==> src/sv/rvr_pkg.sv <==
`default_nettype none
// ----------------------------------------------------------------------------
// rvr_pkg: shared constants and types for the fixed-axis vector rotator
// Fixed-point widths, the axis scale constant, rounding constants, register
// indexes and the enable bundle of the divide-by-fourteen slice.
// ----------------------------------------------------------------------------
package rvr_pkg;

	// Fixed-point format of all inputs, outputs and registers.
	localparam int unsigned FRAC_BITS = 30;
	localparam int unsigned DATA_W    = 32;

	// Internal widths, each sized to the largest value it can carry.
	localparam int unsigned CROSS_W = 35;  // a x v components and a.v
	localparam int unsigned OMC_W   = 33;  // 1 - cos
	localparam int unsigned AXIS_BITS = 48;
	localparam int unsigned SK_W    = 80;  // sin * K
	localparam int unsigned PROD_W  = 112; // (a x v) * sin * K
	localparam int unsigned TERM1_W = 64;  // v * cos
	localparam int unsigned TERM2_W = PROD_W - AXIS_BITS;
	localparam int unsigned SUM_W   = 66;  // v * cos + cross term
	localparam int unsigned DOT_W   = 67;  // (a.v) * (1 - cos)
	localparam int unsigned AD_W    = 68;  // axis component times the above
	localparam int unsigned ACC_W   = 72;  // full numerator before scaling
	localparam int unsigned QUOT_W  = ACC_W - FRAC_BITS;
	localparam int unsigned Z_W     = 35;  // halved, offset numerator

	// Split points of the partial products.
	localparam int unsigned K_SPLIT   = AXIS_BITS / 2;
	localparam int unsigned SK_PART   = 27;
	localparam int unsigned DOT_SPLIT = 17;
	localparam int unsigned DIV_SPLIT = 18;

	// Configuration register indexes.
	localparam logic CFG_IDX_COS = 1'b0;
	localparam logic CFG_IDX_SIN = 1'b1;

	// Cycles that the derived sine product needs after a register write.
	localparam logic [1:0] CFG_SETTLE = 2'd2;

	// Largest K with 14*K*K <= 2^96, that is floor(2^48 / sqrt(14)).
	function automatic logic [AXIS_BITS-1:0] axis_scale();
		logic [AXIS_BITS-1:0] x;
		logic [AXIS_BITS-1:0] t;
		logic [99:0]          sq;
		x = '0;
		for (int b = AXIS_BITS - 1; b >= 0; b--) begin
			t  = x | (AXIS_BITS'(1) << b);
			sq = 100'(t) * 100'(t) * 100'd14;
			if (sq <= (100'd1 << 96)) begin
				x = t;
			end
		end
		return x;
	endfunction

	localparam logic [AXIS_BITS-1:0] AXIS_K = axis_scale();

	// Unscaled rotation axis (1, 2, 3).
	localparam logic signed [2:0] AXIS_A [3] = '{3'sd1, 3'sd2, 3'sd3};

	localparam logic signed [DATA_W-1:0] COS_RESET  = DATA_W'(1) << FRAC_BITS;
	localparam logic signed [OMC_W-1:0]  ONE_FIX    = OMC_W'(1) << FRAC_BITS;
	localparam logic signed [ACC_W-1:0]  ROUND_HALF = ACC_W'(7) << FRAC_BITS;
	localparam logic signed [QUOT_W-1:0] SAT_BOUND  = QUOT_W'(14) << (DATA_W - 1);

	// floor(z / 7) = floor(z * DIV7_M / 2^DIV7_SHIFT), exact for z < 2^35.
	localparam int unsigned DIV7_SHIFT  = 38;
	localparam logic [63:0] DIV7_M_FULL = ((64'd1 << DIV7_SHIFT) + 64'd6) / 64'd7;
	localparam logic [35:0] DIV7_M      = DIV7_M_FULL[35:0];

	// Load enables of the three stages of the divide slice.
	typedef struct packed {
		logic ld_clamp;
		logic ld_mul;
		logic ld_out;
	} div_en_t;

endpackage
`default_nettype wire

==> src/sv/rvr_div14.sv <==
`default_nettype none
// ----------------------------------------------------------------------------
// rvr_div14: scale, saturate and divide by fourteen
// Takes floor(acc / 2^FRAC_BITS / 14) saturated to 32 bits over three
// registered stages, using a reciprocal multiply split into two products.
// ----------------------------------------------------------------------------
module rvr_div14 (
	input  wire logic                                clk,
	input  wire rvr_pkg::div_en_t                    en,
	input  wire logic signed [rvr_pkg::ACC_W-1:0]    acc,
	output logic signed [rvr_pkg::DATA_W-1:0]        quot
);

	localparam int unsigned QW = rvr_pkg::QUOT_W;
	localparam int unsigned ZW = rvr_pkg::Z_W;
	localparam int unsigned SP = rvr_pkg::DIV_SPLIT;
	localparam int unsigned PW = ZW + 36;

	logic signed [QW-1:0] y;
	logic signed [QW-1:0] y_clamp;
	logic signed [QW-1:0] y_off;
	logic [ZW-1:0]        z_s7;
	logic [ZW-SP+35:0]    pm_hi_s8;
	logic [SP+35:0]       pm_lo_s8;
	logic [PW-1:0]        prod;
	logic [rvr_pkg::DATA_W-1:0] quot_s9;

	assign y = acc[rvr_pkg::ACC_W-1:rvr_pkg::FRAC_BITS];

	// Clamping here makes the quotient land exactly on the saturation limits.
	always_comb begin
		if (y >= rvr_pkg::SAT_BOUND) begin
			y_clamp = rvr_pkg::SAT_BOUND - QW'(1);
		end else if (y < -rvr_pkg::SAT_BOUND) begin
			y_clamp = -rvr_pkg::SAT_BOUND;
		end else begin
			y_clamp = y;
		end
	end

	assign y_off = y_clamp + rvr_pkg::SAT_BOUND;

	always_ff @(posedge clk) begin
		if (en.ld_clamp) begin
			z_s7 <= y_off[ZW:1];
		end
		if (en.ld_mul) begin
			pm_hi_s8 <= z_s7[ZW-1:SP] * rvr_pkg::DIV7_M;
			pm_lo_s8 <= z_s7[SP-1:0] * rvr_pkg::DIV7_M;
		end
		if (en.ld_out) begin
			quot_s9 <= {~prod[rvr_pkg::DIV7_SHIFT+rvr_pkg::DATA_W-1],
				prod[rvr_pkg::DIV7_SHIFT+rvr_pkg::DATA_W-2:rvr_pkg::DIV7_SHIFT]};
		end
	end

	assign prod = (PW'(pm_hi_s8) << SP) + PW'(pm_lo_s8);
	assign quot = $signed(quot_s9);

endmodule
`default_nettype wire

==> config.mk <==
export PLATFORM = sky130hd
export DESIGN_NAME = rvr_div14
export DESIGN_NICKNAME = d
export VERILOG_FILES = /design/src/sv/rvr_pkg.sv /design/src/sv/rvr_div14.sv
export SDC_FILE = /design/constraint.sdc
export NUM_CORES = 1
export LEC_CHECK = 0
export BUFFER_PORTS_ARGS = -buffer_cell sky130_fd_sc_hd__clkbuf_2
export CORE_MARGIN = 2
export CORE_UTILIZATION = 49
export DETAILED_ROUTE_END_ITERATION = 12
export PLACE_DENSITY = 0.66
export RECOVER_POWER = 100
export SYNTH_ARGS = -nofsm -noshare
export SYNTH_HDL_FRONTEND = slang
export SYNTH_SLANG_ARGS = --single-unit
==> constraint.sdc <==
create_clock -name clk -period 8 [get_ports clk]
set_clock_uncertainty 0.05 [all_clocks]
set_input_delay 0.4 -clock clk [delete_from_list [all_inputs] [get_ports clk]]
set_output_delay 0.4 -clock clk [all_outputs]
set_load 0.05 [all_outputs]
[Yosys cells after proc, flatten, opt, wreduce, memory -nomap -nowiden]
Cells that the tools add are included.
Storage, ports and cells
  output and inout port bits: 32
  bits of input ports: 76
  register bits after elaboration: 173
Operators by class
  multiply operators: 2
  bitwise operators: 1
  magnitude comparators: 2
  mux-type cells: 2
  add/subtract/negate cells: 2
Operator list (count)
  $mux 36: 2
  $add 70x54->70: 1
  $mul 18x36->54 const B: 1
  $mul 17x36->52 const B: 1
  $ge 42x36->1 const B: 1
  $lt 42x36->1 const B: 1
  $add 36x36->36 const B: 1
  $not 1->1: 1

[Longest topological paths before layout]
Gate-level depths: netlist of run 1.
  depth after elaboration: 4
  gate-level depth with buffers: 20

[Worst setup path before layout of run 1]
Ideal clock, no wire load.
  path kind: register to register
  from: reg z_s7[34]
  to: reg pm_hi_s8[51], data pin
  arrival: 5.328 ns
  slack: 2.362 ns
  stages on the path, launching flop included: 21
  cells stage by stage: edfxtp_1 ha_1 inv_1 fa_1 inv_1 fa_1 fa_1 inv_1 fa_1 inv_1 ha_1 buf_2 a21o_1 a21oi_2 o21bai_1 a2111oi_2 o31ai_1 a2111o_1 a31o_1 a21oi_2 xnor2_1
On the way
  longest elaborated chain between the ends: 1
Ends and longest elaborated chain
  start, declared: line rvr_div14.sv:22  | logic [ZW-1:0] z_s7;
  start signal, assigned: line rvr_div14.sv:45  | z_s7 <= y_off[ZW:1];
  $mul 17x36->52: line rvr_div14.sv:48  | pm_hi_s8 <= z_s7[ZW-1:SP] * rvr_pkg::DIV7_M;
  end signal, assigned: line rvr_div14.sv:48
  end, declared: line rvr_div14.sv:23  | logic [ZW-SP+35:0] pm_hi_s8;
Every way passes these cells.
A chain may end at the register's enable or synchronous reset.

[Final worst setup path of run 1]
  from: reg z_s7[12]
  to: reg pm_lo_s8[52], data pin
On the way
  longest elaborated chain between the ends: 1
Ends and longest elaborated chain
  $mul 18x36->54: line rvr_div14.sv:49  | pm_lo_s8 <= z_s7[SP-1:0] * rvr_pkg::DIV7_M;
  end signal, assigned: line rvr_div14.sv:49
  end, declared: line rvr_div14.sv:24  | logic [SP+35:0] pm_lo_s8;
Every way passes these cells.

==> impl_metrics.py, run 1 <==
metrics = {
    "route": {
        "vias": 9779,
        "firstDrtPassIters": 5,
        "wl_um": 28560,
        "ant_nets": 0,
        "drcViolationCount": 0,
        "wire_per_inst_um": 15.40,
        "avgViaCountPerCell": 5.275,
        "drtIter0Drc": 409,
    },
    "flow_run": {
        "maxCapViolations": 4,
    },
    "logic_synthesis": {
        "synth_cells": 1362,
        "synth_top_area_share_pct": 30.38,
        "synthesis.area_mm2": 0.01532,
        "ys_ff_latch": 155,
        "synth_commonest_cells": "ha_1 (286), inv_1 (227), edfxtp_1 (155), fa_1 (123), a21oi_1 (78)",
        "syn_nets": 1847,
        "synth_edf_count": 155,
        "ys_seq_area_share_pct": 30.38,
        "ys_async_sr_fraction_pct": 0,
        "ys_types": 66,
        "avgSynthCellArea_um2": 11.25,
        "yosysMostFrequentCell": "ha_1",
        "yosysTopAreaCell": "edfxtp_1",
        "synth_area_leaders": "edfxtp_1 (30%), ha_1 (23%), fa_1 (16%), inv_1 (5.6%), xnor2_1 (3.7%)",
        "yosysWarnings": 0,
        "synth_ff_type": "edfxtp_1",
    },
    "clock_tree": {
        "clock_latency_ns": 0.44,
        "cts_buffer_depth": 2,
        "post_cts_resized": 0,
        "cts_num_sinks": 155,
        "cts_setup_buffers": 0,
        "cts_root_buf": "clkbuf_16",
        "cts_made_buffers": 17,
        "clkTransAtPathRegs_ns": 0.07,
        "cts_tree": "yes",
        "htreeDepth": 4,
        "ctsHoldBuffers": 0,
    },
    "timing": {
        "max_freq_mhz": 154.3,
        "rsz0062_at_grt": "false",
        "fin_setup_tns_ns": 0,
        "tightest_slew_ns": 3.406,
        "final_max_slew_viol_count": 171,
        "hold_violations": 0,
        "setup_violations": 0,
        "period_share_pct": 80.99,
        "slew_headroom_pct": -127.1,
        "period_needed_ns": 6.479,
    },
    "layout": {
        "multiInputGateArea_mm2": 0.009681,
        "syn2layout_area_growth_pct": 8.443,
        "drive_above_1_share_pct": 5.761,
        "diodes": 0,
        "nets": 1930,
        "fill_cells": 2739,
        "ff_latch_area_mm2": 0.004654,
    },
    "setup_path": {
        "path_class": "flip-flop to flip-flop",
        "crit_path_max_fanout": 11,
        "startpoint_type": "flip-flop",
        "worst_setup_path_end_kind": "flip-flop",
        "cp.required_ns": 8.13,
        "arrival_ns": 6.61,
        "reg2reg_depth": 17,
    },
    "global_routing": {
        "overflow": 0,
        "track_usage_pct": 18.45,
        "first_global_vias": 10030,
        "grt_max_degree": 67,
        "antenna_found_initial": 0,
        "grt_pass1_wl_um": 49120,
    },
    "min_path": {
        "min_path_type": "input pin to flip-flop",
        "holdPathStages": 2,
    },
    "floorplan": {
        "core-area_mm2": 0.03067,
        "die_h_um": 180.8,
        "core.rowCount": 64,
        "start_util_pct": 49.96,
        "die_area_mm2": 0.03270,
        "die_w_um": 180.8,
        "io_pins": 108,
    },
    "placement": {
        "dp_hpwl_um": 23810,
        "gp_congestion": 0.8610,
        "numPortBuffers": 76,
    },
    "status": {
        "violations": "max-capacitance violations, max-slew violations",
        "status": "complete, but fails checks",
    },
}
==> cell families (layout without fill, tap and decap cells) <==
| group | count (synthesis) | after routing | share of synthesized area, % |
|---|---|---|---|
| adders and majority gates | 409 | 409 | 39.43 |
| AOI/OAI and AO/OA | 281 | 281 | 12.63 |
| buffers and inverters | 242 | 338 | 5.994 |
| and+or+nand+nor | 174 | 174 | 5.782 |
| DFF | 155 | 155 | 30.38 |
| xor gates and xnor gates | 99 | 99 | 5.659 |
| muxes | 2 | 2 | 0.1307 |
==> path summary, 6_finish.rpt <==
check | start | endpoint | slack (ns)
max | z_s7[12] | pm_lo_s8[52] | 1.52
min | acc[58] | z_s7[27] | 0.19
max reg2reg | z_s7[12] | pm_lo_s8[52] | 1.52
min reg2reg | pm_hi_s8[51] | quot[31] | 0.51
==> worst max-delay path: stages, from the launching register on <==
cell,delay (ns)
edfxtp_1,0.48
ha_1,0.38
fa_1,0.61
inv_1,0.12
fa_1,0.57
fa_1,0.53
fa_1,0.54
inv_1,0.07
ha_1,0.53
o211ai_1,0.18
a2111oi_0,0.70
nand2_1,0.11
a211oi_1,0.55
o2111a_1,0.28
o31a_1,0.16
or3_1,0.15
a21oi_1,0.08
xnor2_1,0.12
==> stage by stage <==
stage               utilization, %  worst slack [ns]  cells  cell area (um^2)  hold WS (ns)
CTS                          54.63             1.560   1854             16760        0.1758
global placement             52.74             1.592   1822             16170        0.5045
floorplan                        -             2.362   1362             15320        0.4625
finish                       54.18             1.521   1854             16620        0.1938
global route                 54.18             1.185   1854             16620        0.2006
detailed placement           52.74             1.608   1822             16170        0.5051
==> cell usage in the layout, fill, tap and decap left out, types with 3 or more instances in the layout <==
| cell | count |
|---|---|
| ha_1 | 286 |
| inv_1 | 227 |
| edfxtp_1 | 155 |
| fa_1 | 123 |
| a21oi_1 | 80 |
| xnor2_1 | 65 |
| a21o_1 | 53 |
| nand2_1 | 46 |
| clkbuf_2 | 41 |
| o21a_1 | 38 |
| clkbuf_1 | 37 |
| o21ai_0 | 36 |
| xor2_1 | 34 |
| nor2_1 | 32 |
| nand3_1 | 20 |
| clkbuf_16 | 17 |
| nor3_1 | 15 |
| and3_1 | 13 |
| nand4_1 | 13 |
| o21bai_1 | 11 |
| a211oi_1 | 11 |
| a31oi_1 | 10 |
| nor2b_1 | 7 |
| and2_1 | 6 |
| o211ai_1 | 6 |
| nand2b_1 | 5 |
| or3_1 | 5 |
| o31ai_1 | 4 |
| inv_8 | 4 |
| inv_6 | 4 |
| clkinv_4 | 4 |
| and4_1 | 3 |
==> registers in the layout, indices dropped and copies added, names as in the netlist <==
| name | flops |
|---|---|
| pm_lo_s8 | 36 |
| quot | 32 |
| z_s7 | 35 |
| pm_hi_s8 | 52 |
==> per-layer routing <==
layer  vias up  track usage (%)  part of all wire, %
met1      4656            26.74                   50
met5         -                0                    0
met3        20            3.064                  3.9
li1       4962                -                    -
met2       141            29.19                   45
met4         0            3.968                  1.0
==> layout make-up <==
class,instances,share of cell area [%]
inverters,227,5.128
well taps,396,2.982
multi-input cells,965,58.26
clock buffers,17,2.560
flip-flops and latches,155,28.01
clock inverters,15,0.9413
repair buffers,79,2.116
Power of run 1 is left out: the tool's default activity adds up to more than one toggle a clock period on the data nets, which glitch-free logic cannot reach.
==> run 2, diff against run 1 <==
- PLACE_DENSITY: 0.66 -> 0.68
- clock period: 8 -> 5.3 ns (I/O delays scaled with it)
==> impl_metrics.py, run 2 (synthesis results as in run 1) <==
metrics = {
    "min_path": {
        "min_from": "acc[43]",
        "holdPathStages": 2,
        "hold_end": "z_s7[12]",
        "min_path_type": "input pin to flip-flop",
    },
    "setup_path": {
        "crit_cells": 20,
        "worst_path_max_delay_cell": "fa_1",
        "reg2reg_depth": 20,
        "cp_cell_sequence": "ha_4 > ha_4 > fa_1 > inv_1 > fa_1 > fa_1 > fa_1 > inv_1 > ha_4 > a21o_1 > a21o_1 > buf_4 > buf_6 > a22o_1 > a31oi_2 > buf_4 > nand4_1 > a41o_1 > buf_4 > xor2_1",
        "cp_slowest_stage_delay_ns": 0.56,
        "path_class": "flip-flop to flip-flop",
        "path_buf_inv": 6,
        "startpoint_type": "flip-flop",
        "crit_family": "adder cells",
        "crit_path_max_fanout": 3,
        "regToRegSetupSlack_ns": -0.21,
        "rr_endpoint": "pm_hi_s8[42]",
        "cp.required_ns": 5.42,
        "timing.rr.start": "z_s7[34]",
        "arrival_ns": 5.63,
        "worst_setup_path_end_kind": "flip-flop",
        "cpMostUsedCell": "fa_1",
    },
    "layout": {
        "stdcell_count": 2048,
        "diodes": 0,
        "mostFrequentLayoutCells": "ha_1 (267), inv_1 (218), buf_4 (177), edfxtp_1 (155), fa_1 (117)",
        "syn2layout_area_growth_pct": 22.55,
        "top_regs": "pm_hi_s8 x52, pm_lo_s8 x36, z_s7 x35",
        "largest_reg_flops": 52,
        "final_core_util_pct": 61.22,
        "final_common_cell": "ha_1",
        "regMostFlops": "pm_hi_s8",
        "nets": 2124,
        "drive_above_1_share_pct": 23.43,
        "final_cell_area_mm2": 0.01878,
    },
    "global_routing": {
        "use_met3_pct": 2.943,
        "busiest_layer": "met2",
        "first_global_vias": 11020,
        "use_met2_pct": 32.00,
        "grt_max_degree": 85,
        "track_usage_pct": 19.70,
        "overflow": 0,
        "antenna_found_initial": 0,
        "grt_pass1_wl_um": 52650,
        "grtUsageMet1_pct": 28.02,
    },
    "placement": {
        "numPortBuffers": 76,
        "dp_cells": 1992,
        "dp_hpwl_um": 25480,
        "placed_area_mm2": 0.01749,
        "gp_congestion": 0.8726,
    },
    "clock_tree": {
        "cts_made_buffers": 17,
        "ctsHoldBuffers": 0,
        "cts_buffer_depth": 2,
        "cts_root_buf": "clkbuf_16",
        "cts_num_sinks": 155,
        "clkTransAtPathRegs_ns": 0.07,
        "cts_tree": "yes",
        "clock_latency_ns": 0.43,
        "htreeDepth": 4,
    },
    "route": {
        "firstDrtPassIters": 5,
        "avgViaCountPerCell": 5.233,
        "wl_um": 31720,
        "drtIter0Drc": 493,
        "ant_nets": 0,
        "vias": 10720,
        "drcViolationCount": 0,
        "wire_per_inst_um": 15.49,
    },
    "timing": {
        "rsz0062_at_grt": "true",
        "hold_violations": 0,
        "period_share_pct": 103.9,
        "max_freq_mhz": 181.6,
        "slew_headroom_pct": -197.6,
        "tightest_slew_ns": 4.464,
        "setup_ws_ns": -0.2055,
        "setup_violations": 16,
        "final_max_slew_viol_count": 189,
        "hold_ws_ns": 0.07201,
        "period_needed_ns": 5.506,
    },
    "floorplan": {
        "die_h_um": 180.8,
        "die_area_mm2": 0.03270,
        "core-area_mm2": 0.03067,
        "die_w_um": 180.8,
        "core.rowCount": 64,
        "start_util_pct": 49.96,
        "io_pins": 108,
    },
    "status": {
        "violations": "max-capacitance violations, max-slew violations, negative setup slack",
        "status": "complete, but fails checks",
    },
    "flow_run": {
        "maxCapViolations": 4,
    },
}
-- run 2: what timing repair did --
item | CTS | global route
resized for setup | 47 | 97
cloned | 0 | 0
pin swaps | 51 | 62
setup buffers | 13 | 15
setup endpoints to repair | 32 | 57
-- run 2: cell type report --
| class | count | area, um^2 |
|---|---|---|
| fillers | 2469 | 11890 |
| multi-input cells | 965 | 10380 |
| repair buffers | 273 | 1869 |
| well taps | 396 | 495.5 |
| clock inverters | 13 | 92.59 |
| flip-flops and latches | 155 | 4654 |
| clock buffers | 19 | 432.9 |
| inverters | 227 | 854.6 |
-- run 2: worst max-delay path by stage --
stage	start	to
5_1_grt	z_s7[26]	pm_hi_s8[51]
2_1_floorplan	z_s7[34]	pm_hi_s8[51]
4_1_cts	z_s7[15]	pm_lo_s8[52]
6_report	z_s7[34]	pm_hi_s8[42]
3_5_place_dp	z_s7[17]	pm_lo_s8[50]
3_3_place_gp	z_s7[17]	pm_lo_s8[52]
-- run 2: stage by stage --
| step | worst slack (ns) | TNS (ns) |
|---|---|---|
| final | -0.2055 | -1.556 |
| after global routing | -0.3548 | -7.234 |
| after CTS | -0.2759 | -1.645 |
| after detailed placement | -0.3475 | -3.028 |
| after global placement | -0.2614 | -2.037 |
| after floorplan | 0.0007900 | 0 |
-- run 2: worst reg2reg max path: cells and delay by family, from the launching register on --
family,cells,cell delay (ns)
buffers and inverters,6,0.69
XOR/XNOR,1,0.13
AND/OR/NAND/NOR,1,0.13
adder cells (fa/ha/maj),7,2.79
AO/OA/AOI/OAI,5,1.00
flip-flops,1,0.47
-- run 2: routing by layer --
layer | share of wire (%) | wire length, um
met4 | 1.5 | 466
met5 | 0 | 0
met1 | 49 | 15550
met3 | 3.0 | 953
met2 | 47 | 14750
Power of run 2 is left out for the same reason.
==> run 3, diff against run 2 <==
- CORE_ASPECT_RATIO: default -> 0.6
- SKIP_CTS_REPAIR_TIMING: default -> 1
==> impl_metrics.py, run 3 (synthesis results as in run 1) <==
metrics = {
    "status": {
        "status": "complete, but fails checks",
        "violations": "max-capacitance violations, max-slew violations, negative setup slack",
    },
    "route": {
        "avgViaCountPerCell": 5.232,
        "wl_um": 35110,
        "drcViolationCount": 0,
        "drtIter0Drc": 594,
        "ant_nets": 0,
        "firstDrtPassIters": 7,
        "wire_per_inst_um": 17.04,
        "vias": 10780,
    },
    "placement": {
        "dp_hpwl_um": 28480,
        "gp_congestion": 0.9188,
        "numPortBuffers": 76,
    },
    "setup_path": {
        "rr_endpoint": "pm_lo_s8[52]",
        "cp.required_ns": 5.46,
        "path_class": "flip-flop to flip-flop",
        "cp_slowest_stage_delay_ns": 0.59,
        "crit_path_max_fanout": 3,
        "worst_path_max_delay_cell": "fa_1",
        "startpoint_type": "flip-flop",
        "arrival_ns": 5.83,
        "reg2reg_depth": 18,
        "timing.rr.start": "z_s7[15]",
        "regToRegSetupSlack_ns": -0.37,
        "worst_setup_path_end_kind": "flip-flop",
        "cp_cell_sequence": "buf_4 > ha_4 > fa_1 > inv_2 > fa_1 > fa_1 > fa_1 > inv_1 > ha_1 > a21o_1 > a31oi_2 > and3_4 > a211oi_4 > o2111a_1 > o31a_1 > or3_4 > a21oi_2 > xnor2_1",
        "cpMostUsedCell": "fa_1",
    },
    "flow_run": {
        "maxCapViolations": 4,
    },
    "timing": {
        "fin_setup_tns_ns": -3.135,
        "rsz0062_at_grt": "true",
        "tightest_slew_ns": 4.743,
        "final_max_slew_viol_count": 193,
        "hold_violations": 0,
        "setup_ws_ns": -0.3701,
        "period_share_pct": 107.0,
        "period_needed_ns": 5.670,
        "setup_violations": 27,
        "max_freq_mhz": 176.4,
        "slew_headroom_pct": -216.2,
    },
    "layout": {
        "top_regs": "pm_hi_s8 x52, pm_lo_s8 x36, z_s7 x35",
        "nets": 2116,
        "mostFrequentLayoutCells": "ha_1 (260), inv_1 (209), buf_4 (173), edfxtp_1 (155), fa_1 (112)",
        "largest_reg_flops": 52,
        "regMostFlops": "pm_hi_s8",
        "drive_above_1_share_pct": 22.99,
        "final_common_cell": "ha_1",
        "diodes": 0,
        "syn2layout_area_growth_pct": 22.36,
    },
    "min_path": {
        "min_path_type": "input pin to flip-flop",
        "hold_end": "z_s7[14]",
        "min_from": "acc[45]",
        "holdPathStages": 2,
    },
    "global_routing": {
        "first_global_vias": 10890,
        "grt_pass1_wl_um": 56480,
        "antenna_found_initial": 0,
        "track_usage_pct": 22.34,
        "overflow": 0,
        "grt_max_degree": 89,
    },
    "floorplan": {
        "die_h_um": 141.0,
        "core.rowCount": 50,
        "die_w_um": 232.3,
        "core-area_mm2": 0.03097,
        "io_pins": 108,
        "die_area_mm2": 0.03275,
        "start_util_pct": 49.48,
    },
    "clock_tree": {
        "clkTransAtPathRegs_ns": 0.07,
        "cts_root_buf": "clkbuf_16",
        "cts_made_buffers": 17,
        "cts_tree": "yes",
        "cts_buffer_depth": 2,
        "htreeDepth": 4,
        "clock_latency_ns": 0.45,
        "cts_num_sinks": 155,
    },
}
run 3: changes by cell type in the layout (fill, tap and decap cells not counted), sizes merged:
| cell | previous run | this run |
|---|---|---|
| bufinv | 0 | 3 |
| clkinvlp | 4 | 3 |
| clkinv | 6 | 4 |
| inv | 230 | 232 |
| buf | 192 | 182 |
run 3: layout make-up:
cell class                 instances  area, um^2
multi-input combinational        965       10320
inverter                         227       852.1
tap                              416       520.5
clock buffer                      17       425.4
clock inverter                    15       210.2
timing repair buffer             265        1765
sequential                       155        4654
fill                            2528       12220
run 3: stage by stage:
stage	setup WS [ns]	hold WS (ns)	area (um^2)	util, %	cells
after floorplan	0.0007900	0.3275	15360	-	1362
after global placement	-0.2933	0.5009	17510	56.53	2010
after detailed placement	-0.4652	0.5046	17510	56.53	2010
after CTS	-0.5164	0.02260	18140	58.58	2042
after global routing	-0.4832	0.02634	18750	60.54	2060
final	-0.3701	0.04228	18750	60.54	2060
run 3: per-layer routing:
layer  routed length (um)  vias up  track usage (%)  part of all wire [%]
met2                14030      212            30.03                    40
li1                     -     5327                -                     -
met3                 2163       22            5.845                   6.2
met1                18560     5216            35.43                    53
met5                    0        -                0                     0
met4                  358        0            4.825                   1.0
run 3: critical path: cells and delay by family, from the launching register on:
| kind | cells | cell delay (ns) |
|---|---|---|
| xor+xnor | 1 | 0.07 |
| compound gates | 6 | 1.27 |
| simple gates | 2 | 0.67 |
| flops | 1 | 0.42 |
| buf+inv | 3 | 0.30 |
| fa+ha+maj | 6 | 2.66 |
run 3: how the worst max path moves through the flow:
stage / start / end / slack (ns) / cells past startpoint
5_1_grt: z_s7[15] / pm_lo_s8[52] / -0.48 / 18
2_1_floorplan: z_s7[34] / pm_hi_s8[51] / 0.0008 / 20
4_1_cts: z_s7[17] / pm_lo_s8[52] / -0.52 / 19
6_report: z_s7[15] / pm_lo_s8[52] / -0.37 / 18
3_5_place_dp: z_s7[17] / pm_lo_s8[52] / -0.47 / 19
3_3_place_gp: z_s7[17] / pm_lo_s8[52] / -0.29 / 19
Power of run 3 is left out for the same reason.
